## src/sv/kbtt_pkg.sv

```systemverilog
// kbtt_pkg: command codes, result word layout and reset constants
// for the keyboard typematic translator
// no dependencies
package kbtt_pkg;

	// command codes carried in s_tuser
	typedef enum logic [2:0] {
		CMD_SCAN       = 3'd0,
		CMD_POP        = 3'd1,
		CMD_FLUSH      = 3'd2,
		CMD_TABLE_WR   = 3'd3,
		CMD_DISCONNECT = 3'd4
	} cmd_t;

	// result word, char_valid in the lowest bit
	typedef struct packed {
		logic        ready_res;
		logic        key_pending;
		logic [15:0] char_code;
		logic        char_valid;
	} res_t;

	localparam int unsigned RES_W     = 19;
	localparam int unsigned OUT_DATA_W = 24;
	localparam int unsigned IN_DATA_W  = 88;

	// register byte addresses, bit 2 picks the register
	localparam logic ADDR_REPEAT_DELAY = 1'b0;
	localparam logic ADDR_REPEAT_RATE  = 1'b1;

	localparam logic [7:0] REPEAT_DELAY_RST = 8'd20;
	localparam logic [7:0] REPEAT_RATE_RST  = 8'd5;
	localparam logic [7:0] LAST_KEY_RST     = 8'hFF;
	localparam logic [7:0] COUNT_MAX        = 8'hFF;
	localparam logic [7:0] MOD_HIGH_MASK    = 8'hF8;
	localparam logic [7:0] MIN_REAL_KEY     = 8'd2;
	localparam int unsigned SHIFT_BIT       = 5;

endpackage

```

## src/sv/keyboard_typematic_translator.sv

```systemverilog
// keyboard_typematic_translator: scan report decoding, typematic repeat,
// table translation and character ring buffer
// depends on kbtt_pkg
//
// usage
// - input words arrive on s_tvalid/s_tready with the command in s_tuser and the
//   report, table write address and table byte in s_tdata
// - every input word gives exactly one result word on m_tvalid/m_tready:
//   pop flag, popped character, pending flag and ready status
// - a word is taken every cycle while the output queue has room; the result is
//   registered in stage 1 and then in the output queue before it is offered, and
//   is taken when the receiver is ready
// - key table (512 x 8) and character ring (FIFO_DEPTH x 16) are synchronous
//   memories with registered reads; the table is read at acceptance, the ring
//   entry is written in the cycle after acceptance and a pop that hits that entry
//   is forwarded from the pending write
// - a stalled receiver fills a four-word output queue, after which s_tready
//   drops; no word is lost
// - reset clears pointers and the output queue and returns the repeat state to its
//   reset values; the key table and ring contents are undefined until written
// - repeat_delay and repeat_rate sit behind an APB port at byte 0 and 4
module keyboard_typematic_translator #(
	parameter int unsigned FIFO_DEPTH = 16
) (
	input  logic        clk,
	input  logic        arst_n,
	// input words
	input  logic        s_tvalid,
	output logic        s_tready,
	// slot0..slot5 [47:0], modifiers [55:48], language [63:56],
	// table_index [72:64], table_char [80:73], zero pad [87:81]
	input  logic [kbtt_pkg::IN_DATA_W-1:0] s_tdata,
	// cmd [2:0]
	input  logic [2:0]  s_tuser,
	// result words
	output logic        m_tvalid,
	input  logic        m_tready,
	// char_valid [0], char_code [16:1], key_pending [17], ready_res [18],
	// zero pad [23:19]
	output logic [kbtt_pkg::OUT_DATA_W-1:0] m_tdata,
	// configuration
	input  logic        psel,
	input  logic        penable,
	input  logic        pwrite,
	input  logic [2:0]  paddr,
	input  logic [31:0] pwdata,
	output logic [31:0] prdata,
	output logic        pready
);

	localparam int unsigned IW = (FIFO_DEPTH > 1) ? $clog2(FIFO_DEPTH) : 1;
	localparam logic [IW-1:0] LAST_IDX = IW'(FIFO_DEPTH - 1);
	localparam int unsigned OQ_DEPTH = 4;

	// configuration registers
	logic [7:0] repeat_delay_q, repeat_rate_q;
	logic       cfg_wr;

	assign pready = 1'b1;
	assign cfg_wr = psel & penable & pwrite & pready;

	always_ff @(posedge clk or negedge arst_n) begin
		if (!arst_n) begin
			repeat_delay_q <= kbtt_pkg::REPEAT_DELAY_RST;
			repeat_rate_q  <= kbtt_pkg::REPEAT_RATE_RST;
		end else if (cfg_wr) begin
			if (paddr[2] == kbtt_pkg::ADDR_REPEAT_DELAY) repeat_delay_q <= pwdata[7:0];
			else repeat_rate_q <= pwdata[7:0];
		end
	end

	assign prdata = (paddr[2] == kbtt_pkg::ADDR_REPEAT_RATE) ? {24'd0, repeat_rate_q}
	                                                          : {24'd0, repeat_delay_q};

	// input fields
	kbtt_pkg::cmd_t cmd;
	logic [7:0]     slot [6];
	logic [7:0]     modifiers, language, table_char;
	logic [8:0]     table_index;
	logic           acc;

	assign cmd = kbtt_pkg::cmd_t'(s_tuser);
	always_comb begin
		for (int i = 0; i < 6; i++) slot[i] = s_tdata[8*i +: 8];
	end
	assign modifiers   = s_tdata[55:48];
	assign language    = s_tdata[63:56];
	assign table_index = s_tdata[72:64];
	assign table_char  = s_tdata[80:73];
	assign acc         = s_tvalid & s_tready;

	// control state
	logic [IW-1:0] rd_idx_q, wr_idx_q;
	logic [7:0]    last_key_q, delay_q, rate_q;
	logic          repeating_q, ready_q;

	// stage 1 registers
	logic          valid_s1, push_s1, pop_s1, fwd_s1;
	logic [IW-1:0] push_addr_s1;
	logic [7:0]    push_mod_s1;
	logic [7:0]    table_rdata_s1;
	logic [15:0]   fifo_rdata_s1, fwd_data_s1;
	logic          pending_s1, ready_s1;

	// key table and character ring
	logic [7:0]  key_table_q [512];
	logic [15:0] char_fifo_q [FIFO_DEPTH];
	logic [15:0] push_word;

	// next-state logic for the accepted word
	logic [7:0]    key, mods_m, nxt_last, nxt_delay, nxt_rate;
	logic          key_found, full, emit, nxt_rep, nxt_ready, do_pop;
	logic [IW-1:0] nxt_rd, nxt_wr, wr_inc, rd_inc;

	assign wr_inc = (wr_idx_q == LAST_IDX) ? '0 : wr_idx_q + 1'b1;
	assign rd_inc = (rd_idx_q == LAST_IDX) ? '0 : rd_idx_q + 1'b1;
	assign full   = (wr_inc == rd_idx_q);

	// lowest slot holding a real key
	always_comb begin
		key       = '0;
		key_found = 1'b0;
		for (int i = 5; i >= 0; i--) begin
			if (slot[i] >= kbtt_pkg::MIN_REAL_KEY) begin
				key       = slot[i];
				key_found = 1'b1;
			end
		end
	end

	assign mods_m = (modifiers & kbtt_pkg::MOD_HIGH_MASK) | {1'b0, modifiers[2:0], 4'd0};

	always_comb begin
		nxt_last  = last_key_q;
		nxt_delay = delay_q;
		nxt_rate  = rate_q;
		nxt_rep   = repeating_q;
		nxt_ready = ready_q;
		nxt_rd    = rd_idx_q;
		nxt_wr    = wr_idx_q;
		emit      = 1'b0;
		do_pop    = 1'b0;
		unique case (cmd)
			kbtt_pkg::CMD_SCAN: begin
				if (ready_q || language != 8'd0) begin
					nxt_ready = 1'b1;
					if (!key_found) begin
						nxt_delay = '0;
						nxt_rep   = 1'b0;
						nxt_last  = '0;
					end else if (!full) begin
						// held key counts towards repeat, a new key goes out at once
						if (key == last_key_q) begin
							if (delay_q != kbtt_pkg::COUNT_MAX) nxt_delay = delay_q + 8'd1;
							if (nxt_delay > repeat_delay_q) nxt_rep = 1'b1;
						end else begin
							nxt_delay = '0;
							nxt_rep   = 1'b0;
							emit      = 1'b1;
						end
						if (nxt_rep) begin
							if (rate_q != kbtt_pkg::COUNT_MAX) nxt_rate = rate_q + 8'd1;
							if (nxt_rate >= repeat_rate_q) begin
								emit     = 1'b1;
								nxt_rate = '0;
							end
						end else begin
							nxt_rate = '0;
						end
						if (emit) begin
							nxt_wr   = wr_inc;
							nxt_last = key;
						end
					end
				end
			end
			kbtt_pkg::CMD_POP: begin
				if (rd_idx_q != wr_idx_q) begin
					do_pop = 1'b1;
					nxt_rd = rd_inc;
				end
			end
			kbtt_pkg::CMD_FLUSH: begin
				nxt_rd = '0;
				nxt_wr = '0;
			end
			kbtt_pkg::CMD_DISCONNECT: nxt_ready = 1'b0;
			default: ;
		endcase
	end

	// control state update at acceptance
	always_ff @(posedge clk or negedge arst_n) begin
		if (!arst_n) begin
			rd_idx_q    <= '0;
			wr_idx_q    <= '0;
			last_key_q  <= kbtt_pkg::LAST_KEY_RST;
			delay_q     <= '0;
			rate_q      <= '0;
			repeating_q <= 1'b1;
			ready_q     <= 1'b0;
		end else if (acc) begin
			rd_idx_q    <= nxt_rd;
			wr_idx_q    <= nxt_wr;
			last_key_q  <= nxt_last;
			delay_q     <= nxt_delay;
			rate_q      <= nxt_rate;
			repeating_q <= nxt_rep;
			ready_q     <= nxt_ready;
		end
	end

	// stage 1 control
	always_ff @(posedge clk or negedge arst_n) begin
		if (!arst_n) begin
			valid_s1 <= 1'b0;
			push_s1  <= 1'b0;
			pop_s1   <= 1'b0;
			fwd_s1   <= 1'b0;
		end else begin
			valid_s1 <= acc;
			push_s1  <= acc & emit;
			pop_s1   <= acc & do_pop;
			// ring write of the previous word lands at this edge: forward it
			fwd_s1   <= acc & do_pop & push_s1 & (push_addr_s1 == rd_idx_q);
		end
	end

	always_ff @(posedge clk) begin
		if (acc) begin
			push_addr_s1 <= wr_idx_q;
			push_mod_s1  <= mods_m;
			pending_s1   <= (nxt_rd != nxt_wr);
			ready_s1     <= nxt_ready;
		end
		fwd_data_s1 <= push_word;
	end

	// key table: written by table words, read for every accepted word
	always_ff @(posedge clk) begin
		if (acc && cmd == kbtt_pkg::CMD_TABLE_WR) key_table_q[table_index] <= table_char;
		if (acc) table_rdata_s1 <= key_table_q[{mods_m[kbtt_pkg::SHIFT_BIT], key}];
	end

	// character ring: read at acceptance, written from stage 1
	assign push_word = {push_mod_s1, table_rdata_s1};

	always_ff @(posedge clk) begin
		if (push_s1) char_fifo_q[push_addr_s1] <= push_word;
		if (acc) fifo_rdata_s1 <= char_fifo_q[rd_idx_q];
	end

	// result word of stage 1
	kbtt_pkg::res_t res_s1;
	always_comb begin
		res_s1.char_valid  = pop_s1;
		res_s1.char_code   = pop_s1 ? (fwd_s1 ? fwd_data_s1 : fifo_rdata_s1) : 16'd0;
		res_s1.key_pending = pending_s1;
		res_s1.ready_res   = ready_s1;
	end

	// output queue
	kbtt_pkg::res_t oq_data_q [OQ_DEPTH];
	logic [1:0]     oq_wr_q, oq_rd_q;
	logic [2:0]     oq_cnt_q;
	logic           oq_pop;

	assign m_tvalid = (oq_cnt_q != 3'd0);
	assign oq_pop   = m_tvalid & m_tready;
	assign m_tdata  = {{(kbtt_pkg::OUT_DATA_W - kbtt_pkg::RES_W){1'b0}}, oq_data_q[oq_rd_q]};
	assign s_tready = ({1'b0, oq_cnt_q} + {3'b000, valid_s1}) < 4'(OQ_DEPTH);

	always_ff @(posedge clk) begin
		if (valid_s1) oq_data_q[oq_wr_q] <= res_s1;
	end

	always_ff @(posedge clk or negedge arst_n) begin
		if (!arst_n) begin
			oq_wr_q  <= '0;
			oq_rd_q  <= '0;
			oq_cnt_q <= '0;
		end else begin
			if (valid_s1) oq_wr_q <= oq_wr_q + 2'd1;
			if (oq_pop) oq_rd_q <= oq_rd_q + 2'd1;
			oq_cnt_q <= oq_cnt_q + {2'b00, valid_s1} - {2'b00, oq_pop};
		end
	end

	// checks
	a_oq_bound: assert property (@(posedge clk) disable iff (!arst_n)
		({1'b0, oq_cnt_q} + {3'b000, valid_s1}) <= 4'(OQ_DEPTH))
		else $error("output queue overrun");

	a_push_pending: assert property (@(posedge clk) disable iff (!arst_n)
		push_s1 |-> res_s1.key_pending)
		else $error("push left the ring empty");

	a_ready_rise: assert property (@(posedge clk) disable iff (!arst_n)
		$rose(ready_q) |-> $past(acc && cmd == kbtt_pkg::CMD_SCAN && language != 8'd0))
		else $error("ready set without a report carrying a layout");

	a_fwd_pop: assert property (@(posedge clk) disable iff (!arst_n)
		fwd_s1 |-> pop_s1 && $past(push_s1))
		else $error("forward without a pending ring write");

endmodule
```

## config.mk

```make
export PLATFORM = sky130hd
export DESIGN_NAME = keyboard_typematic_translator
export DESIGN_NICKNAME = d
export VERILOG_FILES = /design/src/sv/kbtt_pkg.sv /design/src/sv/keyboard_typematic_translator.sv
export SDC_FILE = /design/constraint.sdc
export NUM_CORES = 2
export LEC_CHECK = 0
export BUFFER_PORTS_ARGS = -buffer_cell sky130_fd_sc_hd__buf_2
export CAP_MARGIN = 20
export CORE_UTILIZATION = 40
export CTS_CLUSTER_SIZE = 16
export DETAILED_ROUTE_END_ITERATION = 10
export SYNTH_ARGS = -nofsm -noshare
export SYNTH_HDL_FRONTEND = slang
export SYNTH_MEMORY_MAX_BITS = 65536
export SYNTH_SLANG_ARGS = --single-unit
```

## constraint.sdc

```tcl
create_clock -name clk -period 10.32 [get_ports clk]
set_input_delay 2.064 -clock clk [delete_from_list [all_inputs] [get_ports clk]]
set_output_delay 2.064 -clock clk [all_outputs]
set_load 0.05 [all_outputs]
```

-- Yosys cells after proc, flatten, opt, wreduce, memory -nomap -nowiden
Memory sizes are Yosys's and may differ from the RTL's. A register that Yosys moved wholly into a read port is not among the register bits.
Index checks and enable logic that the tools add are counted.
- $add $sub $neg: 9
- multiply operators: 0
- div/mod/pow operators: 0
- magnitude comparators: 9
- equality and inequality tests: 15
- shift operators: 0
- multiplexer cells: 73
- bitwise logic cells: 11
- reduce and logical (&&, ||, !) cells: 10
- operators with widths (operator ; number):
    2-to-1 mux 8 bit ; 27
    >= comparator 8 x 2 -> 1 bit (second input constant) ; 6
    2-to-1 mux 1 bit ; 34
    2-to-1 mux 16 bit ; 2
    2-to-1 mux 4 bit ; 7
    adder 8 x 1 -> 8 bit (second input constant) ; 2
    != test 8 bit (second input constant) ; 2
    case mux 4 bit (2 select lines) ; 2
    AND reduction 5 bit ; 2
    adder 4 x 1 -> 4 bit (second input constant) ; 2
    bitwise AND 1 bit ; 8
    == test 4 bit ; 2
    == test 4 bit (second input constant) ; 2
    == test 8 bit ; 1
    >= comparator 8 bit ; 1
    greater-than comparator 8 bit ; 1
    != test 4 bit ; 2
    OR 8 x 7 -> 8 bit ; 1
    nonzero test 8 bit ; 1
    == test 3 x 2 -> 1 bit (second input constant) ; 2
    adder 2 x 1 -> 2 bit (second input constant) ; 2
    adder 3 x 1 -> 4 bit ; 1
    less-than comparator 4 x 3 -> 1 bit (second input constant) ; 1
    AND reduction 2 bit ; 2
    13 further kinds ; 14
- flip-flop bits (word level): 91
- latch bits: 0
- RAM bits: 4428
- memory bits (read-only): 0
- input bits: 133
- output and inout port bits: 59
- logic and storage cells: 151
- memories kept: 3
- memories (memory ; words ; width ; rd ports ; clocked after memory_dff ; wr ports ; RTL line ; RTL):
    key_table_q ; 512 ; 8 ; 1 ; 1 ; 1 ; keyboard_typematic_translator.sv:106 ; logic [7:0] key_table_q [512];
    char_fifo_q ; 16 ; 16 ; 1 ; 1 ; 1 ; keyboard_typematic_translator.sv:107 ; logic [15:0] char_fifo_q [FIFO_DEPTH];
    oq_data_q ; 4 ; 19 ; 1 ; 0 ; 1 ; keyboard_typematic_translator.sv:263 ; kbtt_pkg::res_t oq_data_q [OQ_DEPTH];

-- Logic depth before layout (Yosys ltp)
- word-level depth: 38
- gate-level depth with buffers: 18
- depth with buffers taken out: 18

-- Least setup slack after synthesis
Ideal clock, no wire load.
- path type: input -> register
- start: in s_tdata[15] in the netlist's numbering
- end: reg table_rdata_s1[6], read port of key_table_q, data pin
- library setup time: 0.280 ns
- arrival: 5.513 ns
- data required time: 10.040 ns
- path slack: 4.527 ns
- cell stages on the path: 13
- path buffers: 2
- cell sequence: or4_4 > or2_1 > a221o_1 > o22ai_4 > buf_6 > buf_4 > mux4_2 > a22oi_1 > nand3_1 > a2111oi_1 > a31oi_1 > a2111oi_0 > nand4_1
- word-level cells in the longest chain between the ends: 3
- RTL lines (what ; RTL line ; RTL):
    start: declaration ; keyboard_typematic_translator.sv:32 ; input logic [kbtt_pkg::IN_DATA_W-1:0] s_tdata,
    >= comparator 8 x 2 -> 1 bit ; keyboard_typematic_translator.sv:124 ; if (slot[i] >= kbtt_pkg::MIN_REAL_KEY) begin
    2-to-1 mux 8 bit (*) (2 in series) ; keyboard_typematic_translator.sv:124 ;
    end: declaration ; keyboard_typematic_translator.sv:101 ; logic [7:0] table_rdata_s1;
Mark *: on every way between the ends. The rest lies on a longest branch, timed or not.
A chain may end at the register's enable or synchronous reset.

-- Worst setup path after layout
- start: in s_tdata[1] in the netlist's numbering
- end: reg table_rdata_s1[2], read port of key_table_q, data pin
- word-level cells in the longest chain between the ends: 2
- RTL lines (what ; RTL line):
    >= comparator 8 x 2 -> 1 bit ; keyboard_typematic_translator.sv:124
    2-to-1 mux 8 bit (*) ; keyboard_typematic_translator.sv:124
Marks and branches as above.

==> summary.txt <==
Run status
  – Status: finished clean

STA
  – Worst slew margin: 0.182
  – Max Slew Vio Count: 0
  – RSZ-0062 raised after global routing: false
  – Final Hold Vio Count: 0
  – Tcrit/Tclk final: 0.750
  – Slew @ Worst Pin: 1.23 ns
  – Setup Viol. Count Final: 0
  – Clock Skews: 0.0731 ns
  – Minimum hold slack: approximately 0.5 ns
  – Sum of negative setup slack: 0 ns
  – Fmax: 129 MHz
  – Tmin final: about 7.7 ns

Finish
  – Layout fillers: 38,862
  – Layout cells sized above 1: 0.0960
  – Commonest cells after routing, fill and taps aside: 4,400 x edfxtp_1, 3,259 x nand2_1, 1,356 x nand3_1
  – Final Net Count: 13,054
  – Area growth from synthesis to layout: 11.6%
  – Storage element area: around 130,000 sq um
  – Area of the multi-input gates: roughly 41,000 sq um
  – Commonest non-fill, non-tap cell in the layout: edfxtp_1

Synth
  – Multiplexer area fraction after synthesis: 0.0378
  – Main combinational cell family by area after synthesis: simple AND/OR/NAND/NOR gates
  – Count of different cell masters after synthesis: 84
  – Compound-cell area share of the yosys netlist: 0.0519
  – Seq/Total Area, Yosys: 0.750
  – Post-Syn Area per Cell: 13.9 sq um
  – Synthesis warning total: 0
  – Synth area leader: edfxtp_1
  – Mapped Area: 179,000 sq um
  – Async SR Flop Fraction: 0.0136
  – Number of synthesized flops with an enable pin: 4,400
  – Post-Syn Instances: 12,871
  – Top-area cell type share of the netlist area: 0.740
  – FF+latch count, synth: 4,474
  – Post-synthesis simple-gate area fraction: 0.132
  – Post-Synth Adder-Cell Area: 0.00200
  – Synth Area in XOR/XNOR: 0.00177
  – Top FF cell, synth: edfxtp_1
  – Synth top area cells: edfxtp_1 74%, nand2_1 6.9%, nand3_1 3.8%

GRT
  – First-pass GRT wire length: 738,000 microns
  – Initial antenna violation count: 28
  – Grt ovf: 0
  – GRT Util Overall: 0.221
  – Largest net degree at the start of global routing: 189
  – Vias in the first global route: 103,270

Placed design
  – GPL Wtd Cong: 0.844
  – I/O Buffers: about 130
  – Dpl hpwl: 302,000 microns

Critical path
  – Critical path class: input port to register
  – CP delay by family, top: simple AND/OR/NAND/NOR gates
  – Req. time, crit path: 11.04 ns
  – Worst path buffer plus inverter count: 3
  – CP arrival: 8.45 ns
  – Beginning of the critical path: s_tdata[1]
  – Critical-path top delay cell: nor3_4
  – Worst path depth: 15
  – Critical Path Sink Type: register
  – CP startpoint kind: input port
  – Delay of the slowest critical-path stage: around 0.9 ns
  – Critical path fanouts, max: 13
  – R2R depth: 10
  – Flop2flop setup slack: 4.14 ns
  – Reg-to-Reg Start: oq_cnt_q[1]
  – Crit path cell chain: buf_2 > or4_4 > nor4_4 > nand2_1 > o31a_2 > nor3_4 > buf_12 > buf_4 > a32oi_1 > and3_1 > a31oi_1 > nand3_1 > o31ai_1 > o2111ai_1 > nand4b_1
  – R2r endpoint: key_table_q[216][0]

Drt
  – Met2 WL: 238,000 microns
  – DRT iter0 DRCs: roughly 13,000
  – DRT antenna net count: 0
  – Vias post-DR: 109,425
  – Top Layer Used: met5
  – Post-Route WL: 512,000 microns
  – DR pass1 iterations: 6
  – Routed len/inst: 26.7 microns
  – M1 wire length: 211,000 microns
  – Met3 WL: 44,800 microns
  – Drt drc: 0
  – Avg Vias per Cell: 5.71

Die
  – Core area: 443,000 sq um
  – I/O pins: 192
  – Die Y: roughly 670 microns
  – Initial core utilization: 0.403
  – Full die area: approximately 450,000 sq um
  – FP Rows: 244
  – Die width: about 670 microns

CTS
  – CTS tree: yes
  – Postcts setup bufs: 0
  – CTS Sinks: 4,474
  – Max H-tree Level: 5
  – Clk pin slew, worst setup/hold paths: approximately 0.070 ns
  – Clock Tree Buf Depth: 4
  – CTS root buf: clkbuf_16
  – Worst-Skew Late Latency: 1.02 ns
  – Post-CTS Resized: 0
  – # hold bufs at CTS: 0
  – Num CTS Buffers: 438

Min path
  – Min-Delay Startpoint: last_key_q[4]
  – End of the worst hold path: last_key_q[4]
  – Hold WC Path Type: register to register
  – Hold Path Depth: 2

Pwr
  – PD cells: 195 nW/um^2
  – Leakage power: 0.0654 uW
  – Max VDD drop: 144 uV

Job
  – Max cap viols: 0
[cell usage after synthesis, types with 17 or more instances]
library cell  number
a211oi_1          19
a21o_1            32
a21oi_1          380
a221oi_1          90
a22o_1            21
a22oi_1           85
a2bb2oi_1         17
a311oi_1          29
a31oi_1          217
a32o_1            33
a32oi_1          159
and3_1            80
buf_1             78
buf_2            370
buf_4            120
clkbuf_1         276
dfrtp_1           48
edfxtp_1        4400
ha_1              27
inv_1             36
mux2_2            36
mux2i_1          296
mux4_2           150
nand2_1         3269
nand3_1         1366
nand4_1           76
nor2_1           599
nor2b_1           26
nor3_1            47
nor4_1            39
o21ai_0          167
o22ai_1           27
o31ai_1           19
xnor2_1           19
xor2_1            17
[layer usage]
layer  vias up  global-route usage
met5         -                   0
li1      48007                   -
met2      5114               0.349
met3       843              0.0317
met1     55457               0.315
met4         4              0.0751
[per-stage QoR]
step | std cells | util | cell area (sq um) | setup slack, ns | total power (uW)
finish | 19158 | 0.450 | 199000 | 2.59 | 38800
global route | 19154 | 0.450 | 199000 | 2.63 | 39900
CTS | 19150 | 0.450 | 199000 | 2.69 | 39000
detailed placement | 18357 | 0.419 | 186000 | 1.69 | 23900
global placement | 18356 | 0.419 | 186000 | 1.70 | 23900
floorplan | 12902 | - | 179000 | 4.53 | 22600
[report_power, final]
part           internal, uW  total, uW  switching, uW  leakage [uW]
registers             20200      20400            225        0.0404
clock network          8380      15300           6910       0.00653
logic                   912       3120           2210        0.0184
[area by class of cell]
type,count,share of cell area
clock buffer,540,0.0576
inverter,37,0.000697
clock inverter,253,0.00997
multi-input combinational,7532,0.205
tap,5904,0.0371
sequential,4474,0.672
timing repair buffer,410,0.0180
antenna,8,0.000100
[worst max-delay path by stage]
stage / endpoint / slack [ns]
after floorplan: table_rdata_s1[6] / 4.53
after global placement: table_rdata_s1[2] / 1.70
after detailed placement: table_rdata_s1[2] / 1.69
after CTS: table_rdata_s1[2] / 2.69
after global routing: table_rdata_s1[1] / 2.63
final: table_rdata_s1[2] / 2.59
[tightest hold or removal path, stage by stage (launching register included)]
cell and delay (ns):
dfstp_2 0.37, nand2_1 0.04, o21ai_0 0.07
[cells by family after synthesis]
kind of cell | after synthesis
fa+ha+maj | 28
buf+inv | 896
other cells | 2
xor+xnor | 36
compound gates | 1381
flops | 4474
mux | 482
simple gates | 5572
[registers in the layout, summed over array words and instances (netlist names), 13 cells and up]
register and cells:
char_fifo_q 208, key_table_q 4096, fifo_rdata_s1 13, fwd_data_s1 13, oq_data_q 64
Note: power is estimated with default switching activity, not from simulation.
